`config.mk`:
```
export PLATFORM = sky130hd
export DESIGN_NAME = plst_cell
export DESIGN_NICKNAME = d
export VERILOG_FILES = /design/src/hw/rtl/plst_pkg.sv /design/src/hw/rtl/plst_cell.sv
export SDC_FILE = /design/constraint.sdc
export NUM_CORES = 1
export LEC_CHECK = 0
export ABC_CLOCK_PERIOD_IN_PS = 2800
export BUFFER_PORTS_ARGS = -buffer_cell sky130_fd_sc_hd__clkbuf_2
export CORE_ASPECT_RATIO = 1.1
export CORE_MARGIN = 8
export CORE_UTILIZATION = 33
export DETAILED_ROUTE_END_ITERATION = 10
export HOLD_SLACK_MARGIN = 0.03
export PLACE_DENSITY = 0.84
export SKIP_LAST_GASP = 1
export SYNTH_ARGS = -nofsm -noshare
export SYNTH_HDL_FRONTEND = slang
export SYNTH_SLANG_ARGS = --single-unit
```
`constraint.sdc`:
```
create_clock -name clk -period 2.8 [get_ports clk]
set_input_delay 0.56 -clock clk [delete_from_list [all_inputs] [get_ports clk]]
set_output_delay 0.56 -clock clk [all_outputs]
set_load 0.01 [all_outputs]
```
`src/hw/rtl/plst_pkg.sv`:
```
`timescale 1ns / 1ps

package plst_pkg;

	// Field widths fixed by the request and response formats.
	localparam int CMD_W  = 2;
	localparam int POS_W  = 8;
	localparam int DATA_W = 32;
	localparam int STAT_W = 2;
	localparam int LEN_W  = 7;

	// Default list capacity.
	localparam int DEPTH_DEF = 64;

	// Packed stream widths, rounded up to whole bytes.
	localparam int IN_BITS  = CMD_W + 2 * POS_W + DATA_W;
	localparam int IN_W     = ((IN_BITS + 7) / 8) * 8;
	localparam int OUT_BITS = STAT_W + DATA_W + LEN_W;
	localparam int OUT_W    = ((OUT_BITS + 7) / 8) * 8;

	typedef enum logic [CMD_W-1:0] {
		CMD_INSERT = 2'd0,
		CMD_ERASE  = 2'd1,
		CMD_SWAP   = 2'd2,
		CMD_READ   = 2'd3
	} cmd_t;

	typedef enum logic [STAT_W-1:0] {
		ST_DONE  = 2'd0,
		ST_RANGE = 2'd1,
		ST_FULL  = 2'd2
	} status_t;

	// Operation broadcast to every cell of the chain.
	typedef enum logic [1:0] {
		CELL_HOLD   = 2'd0,
		CELL_INSERT = 2'd1,
		CELL_ERASE  = 2'd2,
		CELL_SWAP   = 2'd3
	} cell_op_t;

	typedef struct packed {
		cell_op_t          op;
		logic [POS_W-1:0]  pos_a;
		logic [POS_W-1:0]  pos_b;
		logic [DATA_W-1:0] value;
		logic [DATA_W-1:0] val_a;
		logic [DATA_W-1:0] val_b;
	} cell_ctl_t;

endpackage

```
`src/hw/rtl/plst_cell.sv`:
```
`timescale 1ns / 1ps

// One list slot. POS is the 1-based position this cell holds.
module plst_cell
	import plst_pkg::*;
#(
	parameter int POS = 1
) (
	input  logic              clk,
	input  cell_ctl_t         ctl,
	input  logic [DATA_W-1:0] left,
	input  logic [DATA_W-1:0] right,
	output logic [DATA_W-1:0] data
);

	localparam logic [POS_W-1:0] MY_POS = POS_W'(POS);

	logic [DATA_W-1:0] data_q;
	logic [DATA_W-1:0] data_d;

	always_comb begin
		data_d = data_q;
		unique case (ctl.op)
			CELL_INSERT: begin
				if (MY_POS > ctl.pos_a) begin
					data_d = left;
				end else if (MY_POS == ctl.pos_a) begin
					data_d = ctl.value;
				end
			end
			CELL_ERASE: begin
				if (MY_POS >= ctl.pos_a) begin
					data_d = right;
				end
			end
			CELL_SWAP: begin
				if (MY_POS == ctl.pos_a) begin
					data_d = ctl.val_b;
				end else if (MY_POS == ctl.pos_b) begin
					data_d = ctl.val_a;
				end
			end
			default: begin
				data_d = data_q;
			end
		endcase
	end

	always_ff @(posedge clk) begin
		data_q <= data_d;
	end

	assign data = data_q;

endmodule

```
==> impl_metrics.toml, run 1 <==
[status]
run_status = "completed"

[grt]
grt_overflow = 0
grt_first_pass_wirelength_um = 12560
grt_pass1_vias = 2667
grt_max_degree = 35
grt_antenna_before_repair = 0
grtUsageTotal = 0.1641

[sta]
drv_slew = 0
max_clock_freq_mhz = 491.2
worst-slew-pin-transition_ns = 0.9065
fin_worst_hold_slack_ns = 0.5671
hold_viol_final = 0
final_report_setup_violation_count = 0
timing.slew.headroom = 0.3947
final_critical_delay_including_setup_and_external_delays_ns = 2.036
post-route-worst-setup-slack_ns = 0.7641
tns_ns = 0
final.period_utilization = 0.7271
rsz0062_at_grt = "no"

[place]
gpl.final_weighted_congestion = 0.8243
pre_cts_ws_ns = 0.4410
post-dp-hpwl_um = 7072
port-buffer-count = 210

[routing]
detail_route.wl_per_cell_um = 17.30
postRouteAntennaNets = 0
first_pass_iteration_count_of_the_detailed_router = 5
drtIter0Drc = 79
dr_total_vias = 2399
wirelength_um = 8338
detail_route.drc_violations = 0
vias_per_cell = 4.977

[floorplan]
initial_utilization = 0.3379
floorplan.die.height_um = 101.9
core_area_mm2 = 0.006555
top_level_ports = 211
die_footprint_mm2 = 0.009592
core.rowCount = 31
die_width_um = 94.11

[power]
power_density_mw_per_mm2 = 321.3
totalPowerFinal_mw = 1.098
static-leakage-power_nw = 1.999
peakVddDrop_v = 0.0001799

[setup_path]
critPathLaunchType = "input port"
path_buf_inv = 1
cp.depth = 5
critical_path_arrival_ns = 1.93
cp_peak_stage_delay_ns = 0.46
cpLargestDelayFamily = "compound AO/OA/AOI/OAI gates"
cp.required_ns = 2.70
path_max_fanout = 32
timing.critical_path.cells = "clkbuf_2 -> nor4_4 -> nand2_1 -> o21ai_0 -> o2bb2ai_4"
setup.worst_path.end_class = "register"
worst-setup-path-type = "input port to register"
cpMaxStageDelayCell = "o2bb2ai_4"

[synthesis]
netlist_instances = 192
sequential_to_total_area_share_from_yosys_stat = 0.4339
ys_top_cells_by_area = "edfxtp_1 43%, mux2i_1 29%, o221ai_1 13%"
synthesis.yosys.warnings = 0
synth_top_area_share = 0.4339
syn_area_per_cell_um2 = 11.53
register_bit_total_from_synthesis = 32
synth.cell_area_mm2 = 0.002215
synth_top_area_cell = "edfxtp_1"
yosysUniqueCellTypes = 19
synth_fp_nets = 371

[cts]
max-clock-path-buffers = 2
cts-root-buf = "clkbuf_8"
h-tree-depth = 2
post-cts-setup-buffer-count = 0
cts_repair_resize_count = 0
clock_sink_count = 32
cts.hold.buffers_added = 0
clkSlewWorstSetupHoldPaths_ns = 0.06
cts_buffers = 5
cts_tree = "built"

[hold_path]
timing.hold.worst_path_depth = 3
worstHoldPathType = "input port to register"

[finish]
design.final.nets = 579
area.growth.synth_to_final_pct = 54.29
fraction_of_layout_instances_using_a_drive_strength_above_1 = 0.5700
post-route-util = 0.5213
antenna_cells_inserted = 0
layout_common_cells = "210 x clkbuf_2, 64 x mux2i_1, 34 x nand2_1"
largest_register_ffs = 32
layout.cells.most_common = "clkbuf_2"

[job]
cap_viol_max_count = 0
cell usage after synthesis:
cell type / number
mux2i_1: 64
nand2_1: 34
edfxtp_1: 32
o221ai_1: 32
clkbuf_1: 9
buf_2: 4
buf_8: 3
nor4b_1: 2
o21ai_0: 2
buf_6: 1
inv_1: 1
nand2_2: 1
nand3_1: 1
nand3b_1: 1
nor2_1: 1
nor3_1: 1
nor4_1: 1
nor4_4: 1
o2bb2ai_1: 1
per-stage QoR:
step / std cells / cell area [um^2]
2_1_floorplan: 192 / 2221
3_3_place_gp: 475 / 3339
3_5_place_dp: 475 / 3339
4_1_cts: 482 / 3417
5_1_grt: 482 / 3417
6_report: 482 / 3417
area by class of cell:
type	count	area, um^2
Timing Repair Buffer	218	1111
Tap cell	82	102.6
Clock buffer	6	72.57
Sequential cell	32	960.9
Clock inverter	1	5.005
Multi-Input combinational cell	142	1161
Fill cell	576	3138
Inverter	1	3.754
layer usage:
metal | GRT usage | wire length (um)
met5 | 0 | 0
met2 | 0.3089 | 4485
met4 | 0.04396 | 83
met1 | 0.1622 | 2919
met3 | 0.06392 | 850
worst paths after layout:
kind                       from                 end  slack (ns)
worst min-delay path  right[12]  data[12]$_DFFE_PP_        0.57
worst max-delay path   ctl[106]   data[5]$_DFFE_PP_        0.76
worst min-delay path: cells and delay by family:
kind                   cells  cell delay [ns]
and+or+nand+nor            1             0.04
buffers and inverters      1             0.07
AOI/OAI and AO/OA          1             0.05
cells by family (layout without fill, tap and decap cells):
logic type      after synthesis  after routing  synth area share
compound gates               35             35            0.1350
buf+inv                      18            226           0.05141
flops                        32             32            0.4339
mux                          64             64            0.2893
simple gates                 43             43           0.09039
power breakdown:
part | total (mW) | switching (mW) | internal [mW]
registers | 0.537 | 0.000697 | 0.536
logic | 0.241 | 0.101 | 0.140
clock network | 0.319 | 0.151 | 0.169
(Power assumes the default switching activity.)
==> inputs of run 2 (changes only) <==
ABC_CLOCK_PERIOD_IN_PS = 1800   (was 2800)
clock period = 1.8 ns   (was 2.8 ns; I/O delays follow)
==> run 2 against run 1 <==
Against the previous run: total power rose by 56%; cell count rose by 0.62%; wire length rose by 3.2%; via count rose by 3.8%; combinational power is 57% higher; sequential share of layout area down 0.57 points; largest power group unchanged; flip-flop and latch count did not move; critical endpoint is now data[21]$_DFFE_PP_.
==> impl_metrics.toml, run 2 (synthesis gave the netlist of run 1 again) <==
[status]
run_status = "completed"

[setup_path]
setup.worst_path.end_class = "register"
critPathLaunchType = "input port"
cpLargestDelayFamily = "simple AND/OR/NAND/NOR gates"
crit_path_start = "ctl[106]"
path_buf_inv = 2
path_max_fanout = 16
cpMaxStageDelayCell = "nor4_4"
worst-setup-path-type = "input port to register"
timing.critical_path.cells = "clkbuf_2 -> nor4_4 -> nand3b_1 -> buf_4 -> mux2i_1 -> o221ai_1"
cp.depth = 6
critical_path_arrival_ns = 1.55
cp_peak_stage_delay_ns = 0.34
cp.required_ns = 1.78
timing_endpoint_of_the_critical_path = "data[21]$_DFFE_PP_"

[power]
static-leakage-power_nw = 2.030
swShare = 0.2353
power.internal_mw = 1.308
switchingPower_uw = 402.6
power_frac_comb = 0.222
power.share.sequential = 0.488
power_density_mw_per_mm2 = 490.4
peakVddDrop_v = 0.0003159
power.clock.fraction = 0.290

[routing]
drtIter0Drc = 90
routed.top_layer = "met4"
wl_met3_um = 872
detail_route.drc_violations = 0
dr_total_vias = 2490
dr_wl_met2_um = 4767
wirelength_um = 8601
route.layer.met1.wl_um = 2868
detail_route.wl_per_cell_um = 17.73
postRouteAntennaNets = 0
first_pass_iteration_count_of_the_detailed_router = 5
vias_per_cell = 5.134

[sta]
final_critical_delay_including_setup_and_external_delays_ns = 1.565
timing.slew.headroom = 0.5357
hold_viol_final = 0
drv_slew = 0
final_report_setup_violation_count = 0
post-route-worst-setup-slack_ns = 0.2347
worst-slew-pin-transition_ns = 0.6957
max_clock_freq_mhz = 638.9
fin_worst_hold_slack_ns = 0.3679
final.period_utilization = 0.8696
rsz0062_at_grt = "no"

[grt]
grt_overflow = 0
grt_first_pass_wirelength_um = 13170
grt_pass1_vias = 2885
grt_antenna_before_repair = 0
grt_max_degree = 35
grtUsageTotal = 0.1712

[place]
pre_cts_ws_ns = -0.06152
post-dp-hpwl_um = 7285
port-buffer-count = 210
placedCellCount = 478
gpl.final_weighted_congestion = 0.7873

[cts]
h-tree-depth = 2
cts-root-buf = "clkbuf_8"
max-clock-path-buffers = 2
cts_buffers = 5
cts_tree = "built"
cts.hold.buffers_added = 0
post-cts-setup-buffer-count = 0
clkSlewWorstSetupHoldPaths_ns = 0.07
clock_sink_count = 32
cts_repair_resize_count = 0

[floorplan]
die_width_um = 94.11
die_footprint_mm2 = 0.009592
floorplan.die.height_um = 101.9
initial_utilization = 0.3379
core.rowCount = 31
top_level_ports = 211
core_area_mm2 = 0.006555

[finish]
filler_cell_count = 594
design.final.nets = 582
layout.cells.most_common = "clkbuf_2"
antenna_cells_inserted = 0
final_cell_count_no_fill = 485
largest_register_ffs = 32
fraction_of_layout_instances_using_a_drive_strength_above_1 = 0.5707
multi_input_comb_area_mm2 = 0.001161
area.sequential_um2 = 960.9
layout_common_cells = "210 x clkbuf_2, 64 x mux2i_1, 34 x nand2_1"
area.growth.synth_to_final_pct = 57.51

[job]
cap_viol_max_count = 0

[hold_path]
worstHoldPathType = "input port to register"
## run 2: cell types whose count changed in the layout (fill, tap and decap cells not counted), sizes merged
cell / previous run / this run
clkinv: 1 / 2
buf: 8 / 11
clkbuf: 216 / 215
## run 2: worst min-delay path by stage
stage                         start  slack (ns)  depth (start not counted)            endpoint
final                     right[10]        0.37                          3  data[10]$_DFFE_PP_
after global routing      right[18]        0.36                          3  data[18]$_DFFE_PP_
after CTS                 right[23]        0.36                          3  data[23]$_DFFE_PP_
after detailed placement  right[23]        0.65                          3  data[23]$_DFFE_PP_
after global placement     right[4]        0.64                          3   data[4]$_DFFE_PP_
after floorplan            right[0]        0.55                          2   data[0]$_DFFE_PP_
## run 2: power by group through the flow
stage / Sequential, mW / Combinational (mW) / Clock (mW)
final: 0.835 / 0.379 / 0.496
after floorplan: 0.854 / 0.140 / 0
after global placement: 0.851 / 0.362 / 0
after CTS: 0.835 / 0.380 / 0.518
after global routing: 0.835 / 0.419 / 0.547
after detailed placement: 0.851 / 0.379 / 0
## run 2: metrics by stage
| stage | TNS, ns | power [mW] | util | cell area (um^2) |
|---|---|---|---|---|
| after floorplan | 0 | 0.9937 | - | 2233 |
| after global placement | 0 | 1.213 | 0.5205 | 3412 |
| after detailed placement | -1.046 | 1.230 | 0.5205 | 3412 |
| after CTS | 0 | 1.733 | 0.5322 | 3488 |
| after global routing | 0 | 1.801 | 0.5322 | 3488 |
| final | 0 | 1.711 | 0.5322 | 3488 |
## run 2: tightest hold or removal path, stage by stage
cell	delay, ns
clkbuf_2	0.07
nand2_1	0.04
o221ai_1	0.06
## run 2: routing by layer
metal,up-vias,track usage
met4,0,0.04640
met2,144,0.3326
li1,1188,-
met1,1151,0.1662
met5,-,0
met3,7,0.05731
## run 2: final cells by class
cell class	instances	share of cell area
clock inverter	2	0.002152
multi-input combinational	142	0.3329
clock buffer	5	0.01973
inverter	1	0.001076
sequential	32	0.2755
timing repair buffer	221	0.3393
tap	82	0.02941
